$ cat src/sv/hmtri_pkg.sv
// Shared types, constants and codes for the heightmap triangle interpolator.
`default_nettype none

package hmtri_pkg;

  // Default grid bounds for the height store.
  localparam int MaxColumnsDef = 64;
  localparam int MaxRowsDef    = 64;

  // Field widths.
  localparam int HeightW = 16;
  localparam int PointW  = 28;
  localparam int CellW   = 6;
  localparam int GridW   = 7;
  localparam int ShiftW  = 4;
  localparam int ShW     = 5;   // unit_shift + 8, up to 23
  localparam int FracW   = 24;  // holds one cell, up to 2^23
  localparam int DiffW   = HeightW + 1;
  localparam int ProdW   = DiffW + FracW + 1;
  localparam int AccW    = 44;

  // Configuration port.
  localparam int CfgIdxW  = 2;
  localparam int CfgDataW = 16;

  typedef enum logic [CfgIdxW-1:0] {
    CFG_GRID_COLUMNS   = 2'd0,
    CFG_GRID_ROWS      = 2'd1,
    CFG_OUTSIDE_HEIGHT = 2'd2,
    CFG_UNIT_SHIFT     = 2'd3
  } cfg_idx_e;

  localparam logic [GridW-1:0]          GridColumnsRst   = 7'd64;
  localparam logic [GridW-1:0]          GridRowsRst      = 7'd64;
  localparam logic signed [HeightW-1:0] OutsideHeightRst = -16'sd800;
  localparam logic [ShiftW-1:0]         UnitShiftRst     = 4'd8;

  typedef enum logic {
    OP_WRITE = 1'b0,
    OP_QUERY = 1'b1
  } opcode_e;

  typedef struct packed {
    logic                       opcode;
    logic [CellW-1:0]           cell_x;
    logic [CellW-1:0]           cell_y;
    logic signed [HeightW-1:0]  new_height;
    logic signed [PointW-1:0]   point_x;
    logic signed [PointW-1:0]   point_y;
  } in_item_t;

  typedef struct packed {
    logic signed [HeightW-1:0]  point_height;
    logic                       upper_triangle;
  } out_item_t;

  typedef enum logic [3:0] {
    SEQ_IDLE    = 4'd0,
    SEQ_RD_BASE = 4'd1,
    SEQ_RD_C1   = 4'd2,
    SEQ_RD_C2   = 4'd3,
    SEQ_MUL1    = 4'd4,
    SEQ_MUL2    = 4'd5,
    SEQ_ACC     = 4'd6,
    SEQ_RND     = 4'd7,
    SEQ_OUT     = 4'd8,
    SEQ_WRES    = 4'd9
  } seq_state_e;

  typedef enum logic [1:0] {
    CORNER_BASE = 2'd0,
    CORNER_C1   = 2'd1,
    CORNER_C2   = 2'd2
  } corner_e;

  typedef enum logic [1:0] {
    CAP_NONE = 2'd0,
    CAP_BASE = 2'd1,
    CAP_C1   = 2'd2,
    CAP_C2   = 2'd3
  } cap_e;

  typedef enum logic [2:0] {
    MAC_IDLE = 3'd0,
    MAC_MUL  = 3'd1,
    MAC_LOAD = 3'd2,
    MAC_ADD  = 3'd3,
    MAC_RND  = 3'd4
  } mac_op_e;

  typedef struct packed {
    logic    in_ready;
    corner_e rd_corner;
    cap_e    cap;
    mac_op_e mac_op;
    logic    out_load;
    logic    out_zero;
  } seq_ctrl_t;

endpackage

`default_nettype wire

$ cat src/sv/hmtri_mac.sv
// Shared multiply-accumulate unit used for every product and sum of a query.
`default_nettype none

module hmtri_mac (
  input  wire logic                                 clk_i,
  input  wire hmtri_pkg::mac_op_e                   op_i,
  input  wire logic signed [hmtri_pkg::DiffW-1:0]   diff_i,
  input  wire logic [hmtri_pkg::FracW-1:0]          weight_i,
  input  wire logic signed [hmtri_pkg::HeightW-1:0] base_i,
  input  wire logic [hmtri_pkg::ShW-1:0]            sh_i,
  output logic signed [hmtri_pkg::AccW-1:0]         acc_o
);

  logic signed [hmtri_pkg::ProdW-1:0] prod_d, prod_q;
  logic signed [hmtri_pkg::AccW-1:0]  acc_q;
  logic signed [hmtri_pkg::AccW-1:0]  base_sh;
  logic signed [hmtri_pkg::AccW-1:0]  half;

  always_comb begin
    prod_d  = hmtri_pkg::ProdW'(diff_i * $signed({1'b0, weight_i}));
    base_sh = hmtri_pkg::AccW'(base_i) <<< sh_i;
    half    = $signed(hmtri_pkg::AccW'(1) << (sh_i - hmtri_pkg::ShW'(1)));
  end

  always_ff @(posedge clk_i) begin
    case (op_i)
      hmtri_pkg::MAC_MUL: begin
        prod_q <= prod_d;
      end
      hmtri_pkg::MAC_LOAD: begin
        acc_q  <= base_sh + hmtri_pkg::AccW'(prod_q);
        prod_q <= prod_d;
      end
      hmtri_pkg::MAC_ADD: begin
        acc_q <= acc_q + hmtri_pkg::AccW'(prod_q);
      end
      hmtri_pkg::MAC_RND: begin
        acc_q <= acc_q + half;
      end
      default: begin
      end
    endcase
  end

  assign acc_o = acc_q;

endmodule

`default_nettype wire

$ cat config.mk
export PLATFORM = sky130hd
export DESIGN_NAME = hmtri_mac
export DESIGN_NICKNAME = d
export VERILOG_FILES = /design/src/sv/hmtri_pkg.sv /design/src/sv/hmtri_mac.sv
export SDC_FILE = /design/constraint.sdc
export NUM_CORES = 1
export LEC_CHECK = 0
export ABC_AREA = 1
export BUFFER_PORTS_ARGS = -buffer_cell sky130_fd_sc_hd__buf_2
export CAP_MARGIN = 20
export CORE_ASPECT_RATIO = 1.4
export CORE_UTILIZATION = 40
export CTS_CLUSTER_DIAMETER = 50
export CTS_CLUSTER_SIZE = 24
export DETAILED_ROUTE_END_ITERATION = 7
export SLEW_MARGIN = 25
export SYNTH_ARGS = -nofsm -noshare
export SYNTH_HDL_FRONTEND = slang
export SYNTH_SLANG_ARGS = --single-unit
export TNS_END_PERCENT = 5
$ cat constraint.sdc
create_clock -name clk_i -period 7 [get_ports clk_i]
set_clock_uncertainty 0.2 [all_clocks]
set_input_delay 0.35 -clock clk_i [delete_from_list [all_inputs] [get_ports clk_i]]
set_output_delay 0.35 -clock clk_i [all_outputs]
set_load 0.1 [all_outputs]
==> impl_results.md, run 1 <==
* Final WS setup at a little under 0.7 ns
* Skew-Pair Late Insertion Delay at 0.38 ns
* H-tree levels at 3
* Total negative slack at 0 ns
* Reg2reg end: acc_o[35]$_DFFE_PP_
* FMAX at approximately 0.16 GHz
* Final ANT Viol Nets at 0
* Hold path depth at 3
* Seq/Total Area, Yosys at 0.103
* All-Layer GR Usage at 0.275
* Hold Crit Endpoint: prod_q[0]$_DFFE_PP_
* Synth top area cells: fa_1, nand2_1, inv_1, ha_1, edfxtp_1
* Fin. max-slew vios at 0
* Post-synth ARST share at 0
* Max FO, Critical Path at 24
* Starting DRT DRC Count at 1348
* R2R Setup Slk at between 3 and 4 ns
* Routed WL per cell at roughly 19 um
* Yosys top cell by area: fa_1
* Finished Layout Cells at 4490
* Die width at 213 um
* Post-synth top area share at 0.265
* Crit Path Class: input port to register
* Drt drc at 0
* Area of the multi-input gates at ~19000 um2
* Hold wc startpoint: weight_i[0]
* Synthesis Warnings at 0
* Initial antenna violation count at 0
* Global-route wire length before repair at around 130000 um
* Crit path launch type: input port
* Max-cap viol count at 0
* #FFs+latches synth at 86
* CTS sink count at 86
* Setup repair bufs after CTS at 0
* IO Pins at 110
* Yosys cell types at 53
* Via density at 5.07
* Hold buffer count at cts at 0
* Clk Tree Root Cell: clkbuf_16
* Worst Path Arrival at roughly 6.2 ns
* TritonCTS clock tree: built
* # fillers at 6801
* Core area at 61900 um2
* Dpl hpwl at about 72000 um
* Worst setup EP type: register
* Post-synthesis cell count at about 3600
* Clock buffer depth at 2
* Post-synth net total at around 4300
* Number of synthesized flops with an enable pin at 86
* CP required at about 6.9 ns
* Min-Delay Path Class: input port to register
* Predominant post-synthesis flop cell: edfxtp_1
* Crit Reg-Reg Startpoint: prod_q[12]$_DFFE_PP_
* Setup violations, final at 0
* Synth Cell Area at 25000 um2
* Initial Util at 0.404
* Largest net degree at the start of global routing at 47
* Area growth syn-to-layout at 5.99%
* Clock-pin slew on the worst setup and hold paths at 0.06 ns
* Fin crit period at ~6.3 ns
* Final wirelength at between 80000 and 90000 um
* Inserted Clock Buffers at 9
* Status: complete, no violations
* Final Net Count at 4284
* DRT Pass-1 Iters at 6
* Place WS at 0.241 ns
* Die Area at 63500 um2
* PortBufs at 109
* Slew @ Worst Pin at approximately 0.98 ns
* Max-slew headroom at 0.349
* Final Util at 0.428
* Reg2reg path depth at 12
* Post-CTS sizing at 0
* Share of cells above drive strength 1 at 0.0554
* Total grt overflow at 0
* Row cnt at approximately 110
* Post-placement cell count at about 4500
* Via count at about 23000
* Final hold vios at 0
* FF/Latch Area at roughly 2600 um2
* Die H at 298 um
* GP Congestion at 1.01
* Vias in the first global route at between 20000 and 25000
* Unrepaired setup endpoints after global routing: false
* Syn Area/Cell at between 6 and 7 um2
* Final period util at 0.903
[layout make-up]
type | instances | area share
multi-input cells | 2647 | 0.716
flip-flops and latches | 86 | 0.0975
diodes | 1 | 0.0000945
clock buffers | 10 | 0.00865
clock inverters | 6 | 0.00288
repair buffers | 116 | 0.0226
inverters | 799 | 0.113
well taps | 825 | 0.0390
[synth_stat cells, types with 2 or more instances]
cell      number
nand4_1       19
a21oi_2        5
xnor2_1       16
edfxtp_1      86
buf_4          4
a21oi_1      167
xor2_1        35
fa_1         331
nor2_1       256
nor2_4         5
ha_1         228
buf_1          2
a21o_1         8
a21boi_0       6
o21ai_0      181
nand3b_1      16
o21ai_2        7
nand3_2        7
o211ai_1       2
nor4_1         2
o22ai_1        3
nand2_2       16
a211oi_1       2
inv_1        789
mux2i_1        4
nor3_1        19
nor2_2         9
o31ai_1        2
or2_2          8
o21ai_1       38
and2_1         5
o21bai_1      19
or2_0          2
buf_2          7
or2_1          5
nand3_1      138
o21a_1        12
nand2_1     1058
a31oi_1        6
clkbuf_1     103
inv_2          8
[layout by cell type (no fill, tap or decap), drive strengths merged]
cell,count
xnor2,16
bufinv,2
o21a,12
a211oi,2
nor2,270
and2,6
nand2,1075
nor3,20
and3,1
clkinv,5
a21o,8
xor2,35
a22oi,1
o22ai,4
edfxtp,86
o211ai,2
o21ai,226
buf,116
o31ai,2
nor4,3
clkbuf,10
o21bai,19
ha,228
nand4,19
nand3b,17
diode,1
a21boi,7
a21oi,172
a31oi,7
mux2i,4
fa,331
or2,15
nand3,145
inv,798
[routing by layer]
| layer | wire length, um | up-vias | track usage |
|---|---|---|---|
| met4 | 5100 | 0 | 0.149 |
| li1 | - | 11200 | - |
| met2 | 44500 | 615 | 0.517 |
| met3 | 3040 | 215 | 0.0199 |
| met1 | 32000 | 10800 | 0.301 |
| met5 | 0 | - | 0 |
[logic make-up (layout without fill, tap and decap cells)]
kind of cell | after synthesis | after routing | synth area share
flip-flops | 86 | 86 | 0.103
multiplexers | 4 | 4 | 0.00160
buffers and inverters | 915 | 931 | 0.139
adder cells (fa/ha/maj) | 559 | 559 | 0.380
XOR/XNOR | 51 | 51 | 0.0179
other | 0 | 1 | 0
AO/OA/AOI/OAI | 462 | 462 | 0.101
AND/OR/NAND/NOR | 1571 | 1571 | 0.258
[state kept, by name, indices dropped and copies added (netlist names)]
| name | count |
|---|---|
| acc_o | 44 |
| prod_q | 42 |
[worst max-delay path by stage]
| stage | startpoint | to | slack (ns) | cells past startpoint |
|---|---|---|---|---|
| after global placement | diff_i[2] | prod_q[37]$_DFFE_PP_ | 0.34 | 23 |
| after floorplan | weight_i[14] | prod_q[41]$_DFFE_PP_ | 1.17 | 24 |
| after CTS | diff_i[2] | prod_q[37]$_DFFE_PP_ | 0.65 | 23 |
| final | diff_i[2] | prod_q[37]$_DFFE_PP_ | 0.68 | 23 |
| after detailed placement | diff_i[2] | prod_q[37]$_DFFE_PP_ | 0.24 | 23 |
| after global routing | diff_i[2] | prod_q[37]$_DFFE_PP_ | 0.45 | 23 |
[through the flow]
step           area [um2]  hold slack [ns]
2_1_floorplan       25000            0.444
5_1_grt             26500            0.372
6_report            26500            0.355
3_5_place_dp        26200            0.481
3_3_place_gp        26200            0.466
4_1_cts             26500            0.344
[worst max-delay path, cell delays in order]
cell,delay [ns]
buf_2,0.47
nand2_1,0.17
fa_1,0.55
inv_1,0.05
fa_1,0.53
inv_1,0.05
fa_1,0.50
inv_1,0.05
fa_1,0.49
fa_1,0.49
inv_1,0.05
fa_1,0.47
inv_1,0.04
ha_1,0.34
a21oi_1,0.22
o21a_1,0.24
nor2_1,0.08
nor2_1,0.32
nor2_1,0.09
nor3_1,0.36
nand3_1,0.13
nand2_1,0.08
nand2_1,0.07
Power of run 1 is left out: the tool's default activity adds up to more than one toggle a clock period on the data nets, which glitch-free logic cannot reach.
==> run 2, diff against run 1 <==
--- a/config.mk
+++ b/config.mk
@@ -13,6 +13,7 @@
 export CTS_CLUSTER_DIAMETER = 50
 export CTS_CLUSTER_SIZE = 24
 export DETAILED_ROUTE_END_ITERATION = 7
+export MAX_ROUTING_LAYER = met4
 export SLEW_MARGIN = 25
 export SYNTH_ARGS = -nofsm -noshare
 export SYNTH_HDL_FRONTEND = slang
==> impl_results.md, run 2 (same netlist as run 1, synthesis figures left out) <==
* Via count at approximately 23000
* Dpl hpwl at 72400 um
* Setup violations, final at 0
* Die Area at around 63000 um2
* Max-cap viol count at 0
* # fillers at around 6800
* DRT Pass-1 Iters at 6
* Share of cells above drive strength 1 at 0.0554
* Hold buffer count at cts at 0
* Max-slew headroom at 0.345
* Reg2reg path depth at 16
* Vias in the first global route at 24300
* Die width at approximately 210 um
* GP Congestion at approximately 1.0
* Row cnt at 108
* Skew-Pair Late Insertion Delay at approximately 0.38 ns
* Unrepaired setup endpoints after global routing: false
* Area growth syn-to-layout at 6.00%
* IO Pins at 110
* Crit Reg-Reg Startpoint: prod_q[0]$_DFFE_PP_
* Hold wc startpoint: diff_i[0]
* Post-CTS sizing at 0
* H-tree levels at 3
* Largest net degree at the start of global routing at 47
* All-Layer GR Usage at 0.284
* R2R Setup Slk at a little under 4 ns
* Crit path launch type: input port
* PortBufs at ~110
* Total grt overflow at 0
* Final Net Count at 4284
* Worst setup EP type: register
* Total negative slack at 0 ns
* Die H at between 200 and 300 um
* Initial Util at 0.404
* Drt drc at 0
* Hold Crit Endpoint: prod_q[0]$_DFFE_PP_
* Final hold vios at 0
* Starting DRT DRC Count at 1274
* Commonest non-fill, non-tap cell in the layout: nand2_1
* Global-route wire length before repair at 133000 um
* Max FFs per register at 44
* Min-Delay Path Class: input port to register
* Worst Path Arrival at 6.05 ns
* Hold path depth at 3
* Core area at roughly 62000 um2
* Final wirelength at about 85000 um
* CTS sink count at between 80 and 90
* Inserted Clock Buffers at 9
* FMAX at ~0.16 GHz
* CP required at between 6 and 7 ns
* Reg2reg end: acc_o[34]$_DFFE_PP_
* Initial antenna violation count at 0
* Routed WL per cell at between 15 and 20 um
* Fin crit period at roughly 6.1 ns
* Status: complete, no violations
* Via density at a little over 5
* Final period util at 0.876
* Clock buffer depth at 2
* Max FO, Critical Path at 24
* Clock-pin slew on the worst setup and hold paths at ~0.060 ns
* Setup repair bufs after CTS at 0
* Final ANT Viol Nets at 0
* Fin. max-slew vios at 0
* Slew @ Worst Pin at just under 1 ns
* Most frequent cells in the layout: nand2_1, inv_1, fa_1
* TritonCTS clock tree: built
* Clk Tree Root Cell: clkbuf_16
* Crit Path Class: input port to register
[run 2: final cells by class]
class / count / area (um2) / share of cell area
well taps: 825 / 1030 / 0.0390
diodes: 1 / 2.50 / 0.0000945
clock buffers: 12 / 236 / 0.00893
clock inverters: 4 / 71.3 / 0.00269
multi-input cells: 2647 / 19000 / 0.716
inverters: 799 / 3000 / 0.113
flip-flops and latches: 86 / 2580 / 0.0975
repair buffers: 116 / 598 / 0.0226
[run 2: metrics by stage]
stage | instance area (um2) | std cells | util | worst slack (ns) | hold slack [ns]
4_1_cts | 26500 | 4489 | 0.428 | 0.865 | 0.438
2_1_floorplan | 25000 | 3648 | - | 1.17 | 0.444
6_report | 26500 | 4490 | 0.428 | 0.869 | 0.441
5_1_grt | 26500 | 4489 | 0.428 | 0.518 | 0.477
3_3_place_gp | 26200 | 4473 | 0.423 | 0.517 | 0.467
3_5_place_dp | 26200 | 4473 | 0.423 | 0.493 | 0.474
[run 2: critical path, stage by stage]
cell and delay [ns]:
buf_2 0.50, nand2_1 0.17, fa_1 0.56, inv_1 0.05, fa_1 0.53, inv_1 0.05
fa_1 0.49, inv_1 0.05, fa_1 0.46, fa_1 0.51, inv_1 0.05, fa_1 0.48
inv_1 0.04, ha_1 0.36, nand2_1 0.11, nor2_1 0.18, inv_1 0.09, nor2_1 0.26
nand4_1 0.26, nand3_1 0.21, nand2_1 0.07, clkinv_1 0.06, nor2_1 0.04, nand2_1 0.05
nand2_1 0.05
[run 2: worst max-delay path by stage]
stage	start	to	slack, ns	cells after the start
2_1_floorplan	weight_i[14]	prod_q[41]$_DFFE_PP_	1.17	24
3_3_place_gp	diff_i[2]	prod_q[30]$_DFFE_PP_	0.52	23
3_5_place_dp	diff_i[2]	prod_q[30]$_DFFE_PP_	0.49	23
4_1_cts	diff_i[2]	prod_q[30]$_DFFE_PP_	0.86	23
5_1_grt	diff_i[3]	prod_q[30]$_DFFE_PP_	0.52	23
6_report	diff_i[2]	prod_q[35]$_DFFE_PP_	0.87	25
[run 2: per-layer routing]
| metal | track usage | wire length, um |
|---|---|---|
| met4 | 0.157 | 5350 |
| met5 | - | 0 |
| met1 | 0.297 | 32500 |
| met2 | 0.523 | 44900 |
| met3 | 0.0158 | 2400 |
Power of run 2 is left out for the same reason.
==> run 3, diff against run 2 <==
--- a/config.mk
+++ b/config.mk
@@ -14,6 +14,7 @@
 export CTS_CLUSTER_SIZE = 24
 export DETAILED_ROUTE_END_ITERATION = 7
 export MAX_ROUTING_LAYER = met4
+export REMOVE_ABC_BUFFERS = 1
 export SLEW_MARGIN = 25
 export SYNTH_ARGS = -nofsm -noshare
 export SYNTH_HDL_FRONTEND = slang
==> impl_results.md, run 3 (same netlist as run 1, synthesis figures left out) <==
* Final period util at 0.879
* Post-CTS sizing at 0
* GP Congestion at 1.04
* Fin. max-slew vios at 0
* Final hold vios at 0
* Drt drc at 0
* Share of cells above drive strength 1 at 0.0575
* Via count at 23000
* Fin crit period at around 6.2 ns
* Crit Reg-Reg Startpoint: prod_q[11]$_DFFE_PP_
* Clock-pin slew on the worst setup and hold paths at 0.06 ns
* Dpl hpwl at just over 70000 um
* Worst setup EP type: register
* Setup violations, final at 0
* Min-Delay Path Class: input port to register
* Final ANT Viol Nets at 0
* Final Net Count at between 4000 and 5000
* Hold wc startpoint: weight_i[0]
* Routed WL per cell at roughly 19 um
* CP max-delay cell: inv_1
* Vias in the first global route at roughly 24000
* Row cnt at ~110
* Clk Tree Root Cell: clkbuf_16
* Max FFs per register at 44
* Total negative slack at 0 ns
* Core area at approximately 62000 um2
* CP required at around 6.9 ns
* Via density at just over 5
* Clock buffer depth at 2
* Unrepaired setup endpoints after global routing: false
* Most repeated library cell on the critical path: fa_1
* Max-cap viol count at 0
* Total grt overflow at 0
* Largest net degree at the start of global routing at 47
* Slew @ Worst Pin at 1.03 ns
* Die Area at approximately 63000 um2
* Area growth syn-to-layout at 6.05%
* Crit path launch type: input port
* CP startpoint: diff_i[16]
* H-tree levels at 3
* CTS sink count at 86
* FMAX at 0.163 GHz
* TritonCTS clock tree: built
* Commonest non-fill, non-tap cell in the layout: nand2_1
* DRT Pass-1 Iters at 6
* Status: complete, no violations
* Initial Util at 0.404
* IO Pins at 110
* Final wirelength at roughly 85000 um
* Die H at 298 um
* Initial antenna violation count at 3
* All-Layer GR Usage at 0.285
* PortBufs at ~110
* Inserted Clock Buffers at 9
* Most frequent cells in the layout: nand2_1, inv_1, fa_1
* Setup repair bufs after CTS at 0
* Slowest Stage Delay on Critical Path at 0.66 ns
* Global-route wire length before repair at between 100000 and 150000 um
* Critical-path cell list: buf_2 -> inv_1 -> or2_2 -> fa_1 -> fa_1 -> inv_1 -> fa_1 -> fa_1 -> fa_1 -> inv_1 -> fa_1 -> inv_1 -> ha_1 -> nand2_2 -> o21ai_0 -> a21oi_1 -> o21ai_2 -> nand2_2 -> nand2_2 -> nand3_2 -> nand3_1 -> nand2_1
* Starting DRT DRC Count at around 1400
* Die width at 213 um
* Crit Path Class: input port to register
* Skew-Pair Late Insertion Delay at between 0.3 and 0.4 ns
* Worst Path Arrival at a little over 6 ns
* Max FO, Critical Path at 25
* Hold buffer count at cts at 0
* Max-slew headroom at 0.311
## run 3: per-layer routing
metal	global-route usage	up-vias	share of wire
met5	-	-	0
met4	0.166	0	0.063
li1	-	11200	-
met1	0.299	10900	0.37
met3	0.0249	233	0.038
met2	0.514	663	0.53
## run 3: final timing paths
check,endpoint,slack [ns],cells after the start
max,prod_q[30]$_DFFE_PP_,0.85,22
min,prod_q[0]$_DFFE_PP_,0.30,3
max reg2reg,acc_o[35]$_DFFE_PP_,3.73,13
min reg2reg,acc_o[0]$_DFFE_PP_,0.48,3
## run 3: through the flow
| step | std cells | cell area [um2] | setup WS (ns) | hold slack [ns] | util |
|---|---|---|---|---|---|
| after detailed placement | 4482 | 26200 | 0.488 | 0.465 | 0.424 |
| after global routing | 4499 | 26500 | 0.569 | 0.328 | 0.428 |
| after floorplan | 3532 | 24500 | 1.54 | 0.318 | - |
| after CTS | 4496 | 26500 | 0.860 | 0.309 | 0.428 |
| final | 4499 | 26500 | 0.848 | 0.299 | 0.428 |
| after global placement | 4482 | 26200 | 0.464 | 0.462 | 0.424 |
## run 3: area by class of cell
class                   count  area, um2
diodes                      3       7.51
clock buffers              11        233
clock inverters             3       13.8
fillers                  6731      35400
inverters                 799       3000
multi-input cells        2647      19000
flip-flops and latches     86       2580
well taps                 825       1030
repair buffers            125        666
## run 3: critical path, delay by kind of cell
family,cells,cell delay (ns)
simple gates,7,0.92
buf+inv,5,0.90
compound gates,3,0.67
fa+ha+maj,7,3.19
Power of run 3 is left out for the same reason.
