--- src/sv/hmtri_pkg.sv ---
// Shared types, constants and codes for the heightmap triangle interpolator.
`default_nettype none

package hmtri_pkg;

  // Default grid bounds for the height store.
  localparam int MaxColumnsDef = 64;
  localparam int MaxRowsDef    = 64;

  // Field widths.
  localparam int HeightW = 16;
  localparam int PointW  = 28;
  localparam int CellW   = 6;
  localparam int GridW   = 7;
  localparam int ShiftW  = 4;
  localparam int ShW     = 5;   // unit_shift + 8, up to 23
  localparam int FracW   = 24;  // holds one cell, up to 2^23
  localparam int DiffW   = HeightW + 1;
  localparam int ProdW   = DiffW + FracW + 1;
  localparam int AccW    = 44;

  // Configuration port.
  localparam int CfgIdxW  = 2;
  localparam int CfgDataW = 16;

  typedef enum logic [CfgIdxW-1:0] {
    CFG_GRID_COLUMNS   = 2'd0,
    CFG_GRID_ROWS      = 2'd1,
    CFG_OUTSIDE_HEIGHT = 2'd2,
    CFG_UNIT_SHIFT     = 2'd3
  } cfg_idx_e;

  localparam logic [GridW-1:0]          GridColumnsRst   = 7'd64;
  localparam logic [GridW-1:0]          GridRowsRst      = 7'd64;
  localparam logic signed [HeightW-1:0] OutsideHeightRst = -16'sd800;
  localparam logic [ShiftW-1:0]         UnitShiftRst     = 4'd8;

  typedef enum logic {
    OP_WRITE = 1'b0,
    OP_QUERY = 1'b1
  } opcode_e;

  typedef struct packed {
    logic                       opcode;
    logic [CellW-1:0]           cell_x;
    logic [CellW-1:0]           cell_y;
    logic signed [HeightW-1:0]  new_height;
    logic signed [PointW-1:0]   point_x;
    logic signed [PointW-1:0]   point_y;
  } in_item_t;

  typedef struct packed {
    logic signed [HeightW-1:0]  point_height;
    logic                       upper_triangle;
  } out_item_t;

  typedef enum logic [3:0] {
    SEQ_IDLE    = 4'd0,
    SEQ_RD_BASE = 4'd1,
    SEQ_RD_C1   = 4'd2,
    SEQ_RD_C2   = 4'd3,
    SEQ_MUL1    = 4'd4,
    SEQ_MUL2    = 4'd5,
    SEQ_ACC     = 4'd6,
    SEQ_RND     = 4'd7,
    SEQ_OUT     = 4'd8,
    SEQ_WRES    = 4'd9
  } seq_state_e;

  typedef enum logic [1:0] {
    CORNER_BASE = 2'd0,
    CORNER_C1   = 2'd1,
    CORNER_C2   = 2'd2
  } corner_e;

  typedef enum logic [1:0] {
    CAP_NONE = 2'd0,
    CAP_BASE = 2'd1,
    CAP_C1   = 2'd2,
    CAP_C2   = 2'd3
  } cap_e;

  typedef enum logic [2:0] {
    MAC_IDLE = 3'd0,
    MAC_MUL  = 3'd1,
    MAC_LOAD = 3'd2,
    MAC_ADD  = 3'd3,
    MAC_RND  = 3'd4
  } mac_op_e;

  typedef struct packed {
    logic    in_ready;
    corner_e rd_corner;
    cap_e    cap;
    mac_op_e mac_op;
    logic    out_load;
    logic    out_zero;
  } seq_ctrl_t;

endpackage

`default_nettype wire

--- src/sv/hmtri_seq.sv ---
// Sequencer that steps one query through corner reads, products and rounding.
`default_nettype none

module hmtri_seq (
  input  wire logic          clk_i,
  input  wire logic          rst_ni,
  input  wire logic          in_valid_i,
  input  wire logic          in_query_i,
  input  wire logic          slot_free_i,
  output hmtri_pkg::seq_ctrl_t ctrl_o
);

  hmtri_pkg::seq_state_e state_d, state_q;

  always_ff @(posedge clk_i or negedge rst_ni) begin
    if (!rst_ni) begin
      state_q <= hmtri_pkg::SEQ_IDLE;
    end else begin
      state_q <= state_d;
    end
  end

  always_comb begin
    state_d          = state_q;
    ctrl_o.in_ready  = 1'b0;
    ctrl_o.rd_corner = hmtri_pkg::CORNER_BASE;
    ctrl_o.cap       = hmtri_pkg::CAP_NONE;
    ctrl_o.mac_op    = hmtri_pkg::MAC_IDLE;
    ctrl_o.out_load  = 1'b0;
    ctrl_o.out_zero  = 1'b0;
    case (state_q)
      hmtri_pkg::SEQ_IDLE: begin
        ctrl_o.in_ready = 1'b1;
        if (in_valid_i) begin
          state_d = in_query_i ? hmtri_pkg::SEQ_RD_BASE : hmtri_pkg::SEQ_WRES;
        end
      end
      hmtri_pkg::SEQ_RD_BASE: begin
        ctrl_o.rd_corner = hmtri_pkg::CORNER_BASE;
        state_d          = hmtri_pkg::SEQ_RD_C1;
      end
      // Read data is registered, so each corner is captured in the state after its read.
      hmtri_pkg::SEQ_RD_C1: begin
        ctrl_o.rd_corner = hmtri_pkg::CORNER_C1;
        ctrl_o.cap       = hmtri_pkg::CAP_BASE;
        state_d          = hmtri_pkg::SEQ_RD_C2;
      end
      hmtri_pkg::SEQ_RD_C2: begin
        ctrl_o.rd_corner = hmtri_pkg::CORNER_C2;
        ctrl_o.cap       = hmtri_pkg::CAP_C1;
        state_d          = hmtri_pkg::SEQ_MUL1;
      end
      hmtri_pkg::SEQ_MUL1: begin
        ctrl_o.cap    = hmtri_pkg::CAP_C2;
        ctrl_o.mac_op = hmtri_pkg::MAC_MUL;
        state_d       = hmtri_pkg::SEQ_MUL2;
      end
      hmtri_pkg::SEQ_MUL2: begin
        ctrl_o.mac_op = hmtri_pkg::MAC_LOAD;
        state_d       = hmtri_pkg::SEQ_ACC;
      end
      hmtri_pkg::SEQ_ACC: begin
        ctrl_o.mac_op = hmtri_pkg::MAC_ADD;
        state_d       = hmtri_pkg::SEQ_RND;
      end
      hmtri_pkg::SEQ_RND: begin
        ctrl_o.mac_op = hmtri_pkg::MAC_RND;
        state_d       = hmtri_pkg::SEQ_OUT;
      end
      hmtri_pkg::SEQ_OUT: begin
        if (slot_free_i) begin
          ctrl_o.out_load = 1'b1;
          state_d         = hmtri_pkg::SEQ_IDLE;
        end
      end
      hmtri_pkg::SEQ_WRES: begin
        if (slot_free_i) begin
          ctrl_o.out_load = 1'b1;
          ctrl_o.out_zero = 1'b1;
          state_d         = hmtri_pkg::SEQ_IDLE;
        end
      end
      default: begin
        state_d = hmtri_pkg::SEQ_IDLE;
      end
    endcase
  end

  a_query_starts_reads: assert property (@(posedge clk_i) disable iff (!rst_ni)
    in_valid_i && ctrl_o.in_ready && in_query_i |=> state_q == hmtri_pkg::SEQ_RD_BASE)
    else $error("query word did not start the corner reads");

  a_write_goes_to_result: assert property (@(posedge clk_i) disable iff (!rst_ni)
    in_valid_i && ctrl_o.in_ready && !in_query_i |=> state_q == hmtri_pkg::SEQ_WRES)
    else $error("write word did not go to its result state");

  a_load_needs_slot: assert property (@(posedge clk_i) disable iff (!rst_ni)
    ctrl_o.out_load |-> slot_free_i)
    else $error("result loaded over an untaken word");

endmodule

`default_nettype wire

--- config.mk ---
export PLATFORM = sky130hd
export DESIGN_NAME = hmtri_seq
export DESIGN_NICKNAME = d
export VERILOG_FILES = /design/src/sv/hmtri_pkg.sv /design/src/sv/hmtri_seq.sv
export SDC_FILE = /design/constraint.sdc
export NUM_CORES = 1
export LEC_CHECK = 0
export ABC_CLOCK_PERIOD_IN_PS = 2900
export BUFFER_PORTS_ARGS = -buffer_cell sky130_fd_sc_hd__clkbuf_2
export CORE_AREA = 2 2 39 41
export CTS_BUF_LIST = sky130_fd_sc_hd__clkbuf_4 sky130_fd_sc_hd__clkbuf_8
export CTS_CLUSTER_DIAMETER = 30
export DETAILED_ROUTE_END_ITERATION = 12
export DIE_AREA = 0 0 41 43
export MAX_ROUTING_LAYER = met4
export PLACE_DENSITY = 0.55
export SYNTH_ARGS = -nofsm -noshare
export SYNTH_HDL_FRONTEND = slang
export SYNTH_SLANG_ARGS = --single-unit
--- constraint.sdc ---
create_clock -name clk_i -period 2.9 [get_ports clk_i]
set_clock_uncertainty 0.15 [all_clocks]
set_input_delay 0.58 -clock clk_i [delete_from_list [all_inputs] [get_ports clk_i]]
set_output_delay 0.58 -clock clk_i [all_outputs]
set_load 0.05 [all_outputs]
==> results of run 1 <==
worst paths after layout:
path | from | cells past startpoint | endpoint | slack (ns)
worst max-delay path | state_q[0]$_DFFE_PN0P_ | 3 | ctrl_o[6] | 0.50
worst min-delay path | in_query_i | 3 | state_q[3]$_DFFE_PN0P_ | 0.49
worst max register to register | state_q[2]$_DFFE_PN0P_ | 2 | state_q[0]$_DFFE_PN0P_ | 1.42
worst min register to register | state_q[3]$_DFFE_PN0P_ | 1 | state_q[2]$_DFFE_PN0P_ | 0.50
max in group asynchronous | rst_ni | 2 | state_q[1]$_DFFE_PN0P_ | 1.94
min in group asynchronous | rst_ni | 2 | state_q[3]$_DFFE_PN0P_ | 0.54
synth_stat cells, drive strengths merged:
cell type / n / area, um^2
nor2: 5 / 18.8
dfrtp: 4 / 100
buf: 3 / 15.0
nor3: 3 / 15.0
a21oi: 2 / 10.0
inv: 2 / 7.51
nand2: 2 / 7.51
or2: 2 / 12.5
or4b: 2 / 20.0
xnor2: 2 / 17.5
a21bo: 1 / 10.0
clkbuf: 1 / 3.75
nand2b: 1 / 6.26
nand3b: 1 / 7.51
nand4b: 1 / 8.76
nor4: 1 / 6.26
nor4b: 1 / 8.76
o211ai: 1 / 7.51
o22ai: 1 / 6.26
or3b: 1 / 8.76
placed cells by master, fill, tap and decap left out:
master         Yosys  layout
clkbuf_2           0      14
clkbuf_4           0       3
xnor2_1            2       2
inv_1              2       2
nand3b_1           1       1
nand2_1            2       2
nor4b_2            0       1
nor2_1             5       5
a21oi_1            2       2
dlygate4sd3_1      0       1
o211ai_1           1       1
nand4b_1           1       1
or2_2              2       2
o22ai_1            1       1
or4b_1             2       2
nor3_1             3       3
nor4_1             1       1
nand2b_1           1       1
a21bo_2            1       1
dfrtp_1            4       4
or3b_2             1       1
layer usage:
metal	vias to the layer above	global-route usage	part of all wire
li1	158	-	-
met1	140	0.137	0.48
met2	10	0.0969	0.45
met3	0	0.0471	0.073
met4	0	0.0800	0
met5	-	-	0
final cells by class:
| type | instances | area [um^2] | share of cell area |
|---|---|---|---|
| clock buffers | 3 | 22.5 | 0.0552 |
| well taps | 16 | 20.0 | 0.0491 |
| repair buffers | 15 | 80.1 | 0.196 |
| flip-flops and latches | 4 | 100 | 0.245 |
| multi-input cells | 27 | 178 | 0.436 |
| inverters | 2 | 7.51 | 0.0184 |
worst max-delay path, cell delays in order (launching register included):
cell and delay (ns):
dfrtp_1 0.50, or3b_2 0.51, a21oi_1 0.14, clkbuf_2 0.29
cells by family (layout without fill, tap and decap cells):
group	after synthesis	count (layout)
and+or+nand+nor	20	20
buffers and inverters	6	20
AOI/OAI and AO/OA	5	5
DFF	4	4
xor gates and xnor gates	2	2
stage by stage:
step	hold WS (ns)	instance area, um^2	setup slack [ns]	cells	util
after detailed placement	0.242	375	0.739	63	0.271
after global routing	0.514	408	0.381	67	0.295
after global placement	0.241	375	0.766	63	0.271
after CTS	0.495	408	0.483	67	0.295
final	0.492	408	0.499	67	0.295
after floorplan	0.134	304	0.0717	37	-
repair_timing:
action	in CTS	in global routing
buffers inserted	0	0
hold endpoints to repair	4	0
hold buffers	1	0
==> summary.txt, run 1 <==
Status
  • Status: finished clean

Critical path
  • CP Capture Type: output port
  • CP max FO: 12
  • Worst Path Required: 2.17 ns
  • CP Class: flop to output port
  • CP Data Arrival Time: 1.67 ns
  • Type of origin of the critical path: flop

Timing
  • Fin Setup TNS: 0 ns
  • RSZ-0062 raised after global routing: false
  • Final Max Tran Viols: 0
  • FMAX: 417 MHz
  • Least-Margin Pin Slew: 0.360 ns
  • Minimum clock period: 2.40 ns
  • Crit share post-route: 0.828
  • Endpoints failing setup: 0
  • Slew margin rel.: 0.760
  • Final Hold Vio Count: 0

Synthesis
  • Post-synthesis mux area share: 0
  • Adder-cell share of the synthesized area: 0
  • Mapped Nets: 42
  • Synth Register Bits: 4
  • Synth Area in XOR/XNOR: 0.0588
  • Largest family of logic cells by synthesized area: simple AND/OR/NAND/NOR gates
  • Sequential-to-total area share from yosys stat: 0.336
  • Syn Std Cell Area: 298 um^2
  • Simple-Gate Fraction of Synth Area: 0.403
  • Synth Warn #: 0
  • Netlist cell types: 20
  • Avg Cell Area, Syn: 8.05 um^2
  • Post-synthesis compound-gate area fraction: 0.113
  • Cells after Synth: 37

Finish
  • Area Growth Syn to Fin: 37.0%
  • Layout cells sized above 1: 0.431
  • Final Net Count: 58
  • Largest registers: state_q: 4 flops
  • Biggest register: state_q
  • Max reg flops: 4
  • N_diodes: 0
  • Fill cells: 168

Placed design
  • HPWL after detailed placement: 471 um
  • IO Port Bufs: 14
  • Gpl congestion: 0.633

Clock tree
  • Post-cts gate resize count: 0
  • Root Driver: clkbuf_4
  • CTS HTree Levels: 1
  • Reg clk slew, reported paths: 0.04 ns
  • Max Root-Sink Buffers: 2
  • Latest clock arrival within the worst-skew pair: 0.23 ns
  • CTS tree: yes
  • Clock sink count: 4
  • Num CTS Buffers: 3

GRT
  • Largest net degree at the start of global routing: 13
  • Initial antenna violation count: 0
  • GRT Util Overall: 0.0971
  • Global-route wire length before repair: 1.08 mm
  • Vias in the first global route: 249
  • Overflow left after global routing: 0

Hold path
  • Worst hold path type: input port to flop

Route
  • DRC: 0
  • DR iter-0 viols: 6
  • Vias post-DR: 308
  • ANT nets after route: 0
  • Drt pass-1 iters: 2
  • DR vias/cell: 4.60
  • Detailed Route WL: 648 um
  • Routed WL per cell: 9.67 um

Job
  • Max cap viols: 0

Floorplanning
  • IO Count: 15
  • Rows: 14
  • Die width: 41 um
  • Die area: 1760 um^2
  • Die height: 43 um
  • Initial core utilization: 0.215
  • Core Footprint: 1380 um^2
Power of run 1 is not shown: default switching activity piles up to over one toggle a cycle in this logic, so the estimate is an artifact.
==> inputs of run 2 (changes only) <==
--- a/config.mk
+++ b/config.mk
@@ -5,7 +5,8 @@
 export SDC_FILE = /design/constraint.sdc
 export NUM_CORES = 1
 export LEC_CHECK = 0
-export ABC_CLOCK_PERIOD_IN_PS = 2900
+export ABC_AREA = 1
+export ABC_CLOCK_PERIOD_IN_PS = 2000
 export BUFFER_PORTS_ARGS = -buffer_cell sky130_fd_sc_hd__clkbuf_2
 export CORE_AREA = 2 2 39 41
 export CTS_BUF_LIST = sky130_fd_sc_hd__clkbuf_4 sky130_fd_sc_hd__clkbuf_8
@@ -13,7 +14,7 @@
 export DETAILED_ROUTE_END_ITERATION = 12
 export DIE_AREA = 0 0 41 43
 export MAX_ROUTING_LAYER = met4
-export PLACE_DENSITY = 0.55
+export PLACE_DENSITY = 0.59
 export SYNTH_ARGS = -nofsm -noshare
 export SYNTH_HDL_FRONTEND = slang
 export SYNTH_SLANG_ARGS = --single-unit
==> constraint.sdc (replaced) <==
create_clock -name clk_i -period 2 [get_ports clk_i]
set_clock_uncertainty 0.15 [all_clocks]
set_input_delay 0.4 -clock clk_i [delete_from_list [all_inputs] [get_ports clk_i]]
set_output_delay 0.4 -clock clk_i [all_outputs]
set_load 0.05 [all_outputs]
==> run 2 against run 1 <==
Flip-flop and latch count unchanged. Critical path depth up 3. Sequential share of layout area down 2.8 points. Wire length up 11%. Via count up 13%. Final area up 16%. Register-to-register slack worse by 0.63 ns. Final cell count up 21%. Largest cell class unchanged. Highest routed layer unchanged.
==> summary.txt, run 2 <==
Status
  • Status: finished clean (unchanged)

Timing
  • Final Max Tran Viols: 0 (unchanged)
  • Minimum clock period: 1.89 ns
  • Setup ws final: 0.111 ns (was 0.499 ns)
  • Final Hold Vio Count: 0 (unchanged)
  • Crit share post-route: 0.944
  • Least-Margin Pin Slew: 0.302 ns (was 0.360 ns)
  • Endpoints failing setup: 0 (unchanged)
  • RSZ-0062 raised after global routing: false (unchanged)
  • Slew margin rel.: 0.799 (was 0.760)
  • FMAX: 529 MHz
  • Fin Setup TNS: 0 ns (unchanged)

GRT
  • Largest net degree at the start of global routing: 9 (was 13)
  • GR Util met2: 0.144 (was 0.0969)
  • GR Util met3: 0.0314 (was 0.0471)
  • Global-route wire length before repair: 1.18 mm (was 1.08 mm)
  • GR Util met1: 0.121 (was 0.137)
  • GRT Util Overall: 0.105 (was 0.0971)
  • Overflow left after global routing: 0 (unchanged)
  • Initial antenna violation count: 0 (unchanged)
  • Vias in the first global route: 321 (was 249)
  • GR peak layer: met2 (was met1)

Placed design
  • HPWL after detailed placement: 587 um (was 471 um)
  • IO Port Bufs: 14 (unchanged)
  • Pre-CTS setup slack: 0.255 ns (was 0.739 ns)
  • # placed instances: 77 (was 63)
  • Gpl congestion: 0.753 (was 0.633)

Floorplanning
  • Rows: 14 (unchanged)
  • Initial core utilization: 0.233 (was 0.215)
  • Die height: 43 um (unchanged)
  • IO Count: 15 (unchanged)
  • Core Footprint: 1380 um^2 (unchanged)
  • Die width: 41 um (unchanged)
  • Die area: 1760 um^2 (unchanged)

Critical path
  • R2R setup slack: 0.79 ns (was 1.42 ns)
  • Buffers and inverters on the worst path: 3 (was 1)
  • CP Class: flop to output port (unchanged)
  • FF-to-FF path depth: 6 (was 2)
  • CP max FO: 4 (was 12)
  • Critical path's top delay family: buffers and inverters (was simple AND/OR/NAND/NOR gates)
  • Worst Path Required: 1.45 ns (was 2.17 ns)
  • Slowest CP cell: dfrtp_1 (was or3b_2)
  • Critical path's largest stage delay: 0.42 ns (was 0.51 ns)
  • Worst path depth: 6 (was 3)
  • Type of origin of the critical path: flop (unchanged)
  • CP Capture Type: output port (unchanged)
  • CP Data Arrival Time: 1.34 ns (was 1.67 ns)
  • Critical Path, Cell by Cell: inv_2, nand2_2, inv_2, nand2_1, o21ai_1, buf_2 (was or3b_2, a21oi_1, clkbuf_2)
  • Most used cell, CP: inv_2

Synthesis
  • Synth top cells by count: nand2_1 (11), inv_1 (8), dfrtp_1 (4), nand3_1 (4) (was nor2_1 (5), dfrtp_1 (4), buf_2 (3), nor3_1 (3))
  • Synth Register Bits: 4 (unchanged)
  • Mapped Nets: 53 (was 42)
  • Avg Cell Area, Syn: 6.73 um^2 (was 8.05 um^2)
  • Top post-synthesis cells by area: dfrtp_1 (31%), nand2_1 (13%), inv_1 (9.3%) (was dfrtp_1 (34%), or4b_1 (6.7%), nor2_1 (6.3%))
  • Synth Warn #: 0 (unchanged)
  • Post-synthesis async set-or-reset flop share: 1.00 (unchanged)
  • Synth top area share: 0.310 (was 0.336)
  • Count leader, synth: nand2_1 (was nor2_1)
  • Cells after Synth: 48 (was 37)
  • Sequential-to-total area share from yosys stat: 0.310 (was 0.336)
  • Post-synth EDFFs: 0 (unchanged)
  • Synth Flop Type: dfrtp_1 (unchanged)
  • Netlist cell types: 17 (was 20)
  • Syn Std Cell Area: 323 um^2 (was 298 um^2)
  • Area leader, netlist: dfrtp_1 (unchanged)

Finish
  • Most common cell after layout, fill and taps aside: nand2_1 (was clkbuf_2)
  • Layout Cells excl Fill: 81 (was 67)
  • Max reg flops: 4 (unchanged)
  • Layout cells sized above 1: 0.508 (was 0.431)
  • Area Growth Syn to Fin: 46.5% (was 37.0%)
  • Biggest register: state_q (unchanged)
  • Final Net Count: 72 (was 58)
  • N_diodes: 0 (unchanged)
  • Largest registers: state_q: 4 flops (unchanged)
  • Fill cells: 156 (was 168)
  • Most frequent cells in the layout: nand2_1 (11), clkbuf_2 (9), inv_1 (7) (was clkbuf_2 (14), nor2_1 (5), dfrtp_1 (4))

Route
  • DR iter-0 viols: 6 (unchanged)
  • Detailed Route WL: 719 um (was 648 um)
  • DR vias/cell: 4.28 (was 4.60)
  • Vias post-DR: 347 (was 308)
  • DRC: 0 (unchanged)
  • ANT nets after route: 0 (unchanged)
  • Routed WL per cell: 8.88 um (was 9.67 um)
  • Drt pass-1 iters: 4 (was 2)

Clock tree
  • Reg clk slew, reported paths: 0.04 ns (about the same)
  • Root Driver: clkbuf_4 (unchanged)
  • Clock sink count: 4 (unchanged)
  • Max Root-Sink Buffers: 2 (unchanged)
  • CTS tree: yes (unchanged)
  • Num CTS Buffers: 3 (unchanged)
  • CTS HTree Levels: 1 (unchanged)
  • Postcts setup bufs: 0 (unchanged)
  • Latest clock arrival within the worst-skew pair: 0.23 ns (about the same)

Hold path
  • Worst hold path type: input port to async pin (was input port to flop)

Job
  • Max cap viols: 0 (unchanged)
==> run 2: cell types whose count changed after synthesis, moves of 3 or more <==
| cell | delta |
|---|---|
| nand3_1 | +4 |
| inv_1 | +6 |
| nand2_1 | +9 |
| nand2_2 | +3 |
| buf_2 | -3 |
==> run 2: per-stage QoR <==
step           area (um^2)   util  hold WS [ns]
2_1_floorplan          345      -       -0.0456
3_3_place_gp           428  0.309        0.0594
3_5_place_dp           428  0.309        0.0586
4_1_cts                463  0.335         0.349
5_1_grt                473  0.342         0.369
6_report               473  0.342         0.354
==> run 2: what timing repair did <==
item | in CTS | in global routing
hold endpoints to repair | 4 | 0
gates resized for setup | 1 | 9
setup endpoints to repair | 1 | 6
hold buffers | 1 | 0
==> run 2: path summary, 6_finish.rpt <==
| path | startpoint | endpoint |
|---|---|---|
| worst min-delay path | rst_ni | state_q[1]$_DFFE_PN0P_ |
| min in group clk_i | in_valid_i | state_q[0]$_DFFE_PN0P_ |
| worst max register to register | state_q[1]$_DFFE_PN0P_ | state_q[3]$_DFFE_PN0P_ |
| worst max-delay path | state_q[3]$_DFFE_PN0P_ | ctrl_o[5] |
| worst min register to register | state_q[0]$_DFFE_PN0P_ | state_q[0]$_DFFE_PN0P_ |
| max in group asynchronous | rst_ni | state_q[2]$_DFFE_PN0P_ |
==> run 2: worst register-to-register path: stages, from the launching register on <==
cell      delay, ns
dfrtp_1        0.47
nand2_2        0.16
clkinv_1       0.08
nand2_2        0.07
nand2_1        0.05
nand3_1        0.07
nand2_1        0.05
==> run 2: cell type report <==
| class | count | area [um^2] | share of cell area |
|---|---|---|---|
| multi-input combinational | 32 | 201 | 0.426 |
| inverter | 11 | 41.3 | 0.0873 |
| timing repair buffer | 15 | 85.1 | 0.180 |
| sequential | 4 | 103 | 0.217 |
| clock buffer | 3 | 22.5 | 0.0476 |
| tap | 16 | 20.0 | 0.0423 |
==> run 2: cell families after synthesis <==
group | count (synthesis) | synth area share
simple gates | 29 | 0.484
buf+inv | 12 | 0.151
flops | 4 | 0.310
compound gates | 3 | 0.0543
==> run 2: routing by layer <==
| layer | up-vias | share of wire |
|---|---|---|
| li1 | 185 | - |
| met1 | 153 | 0.45 |
| met2 | 9 | 0.49 |
| met3 | 0 | 0.060 |
| met4 | 0 | 0 |
| met5 | - | 0 |
Power of run 2 is left out for the same reason.
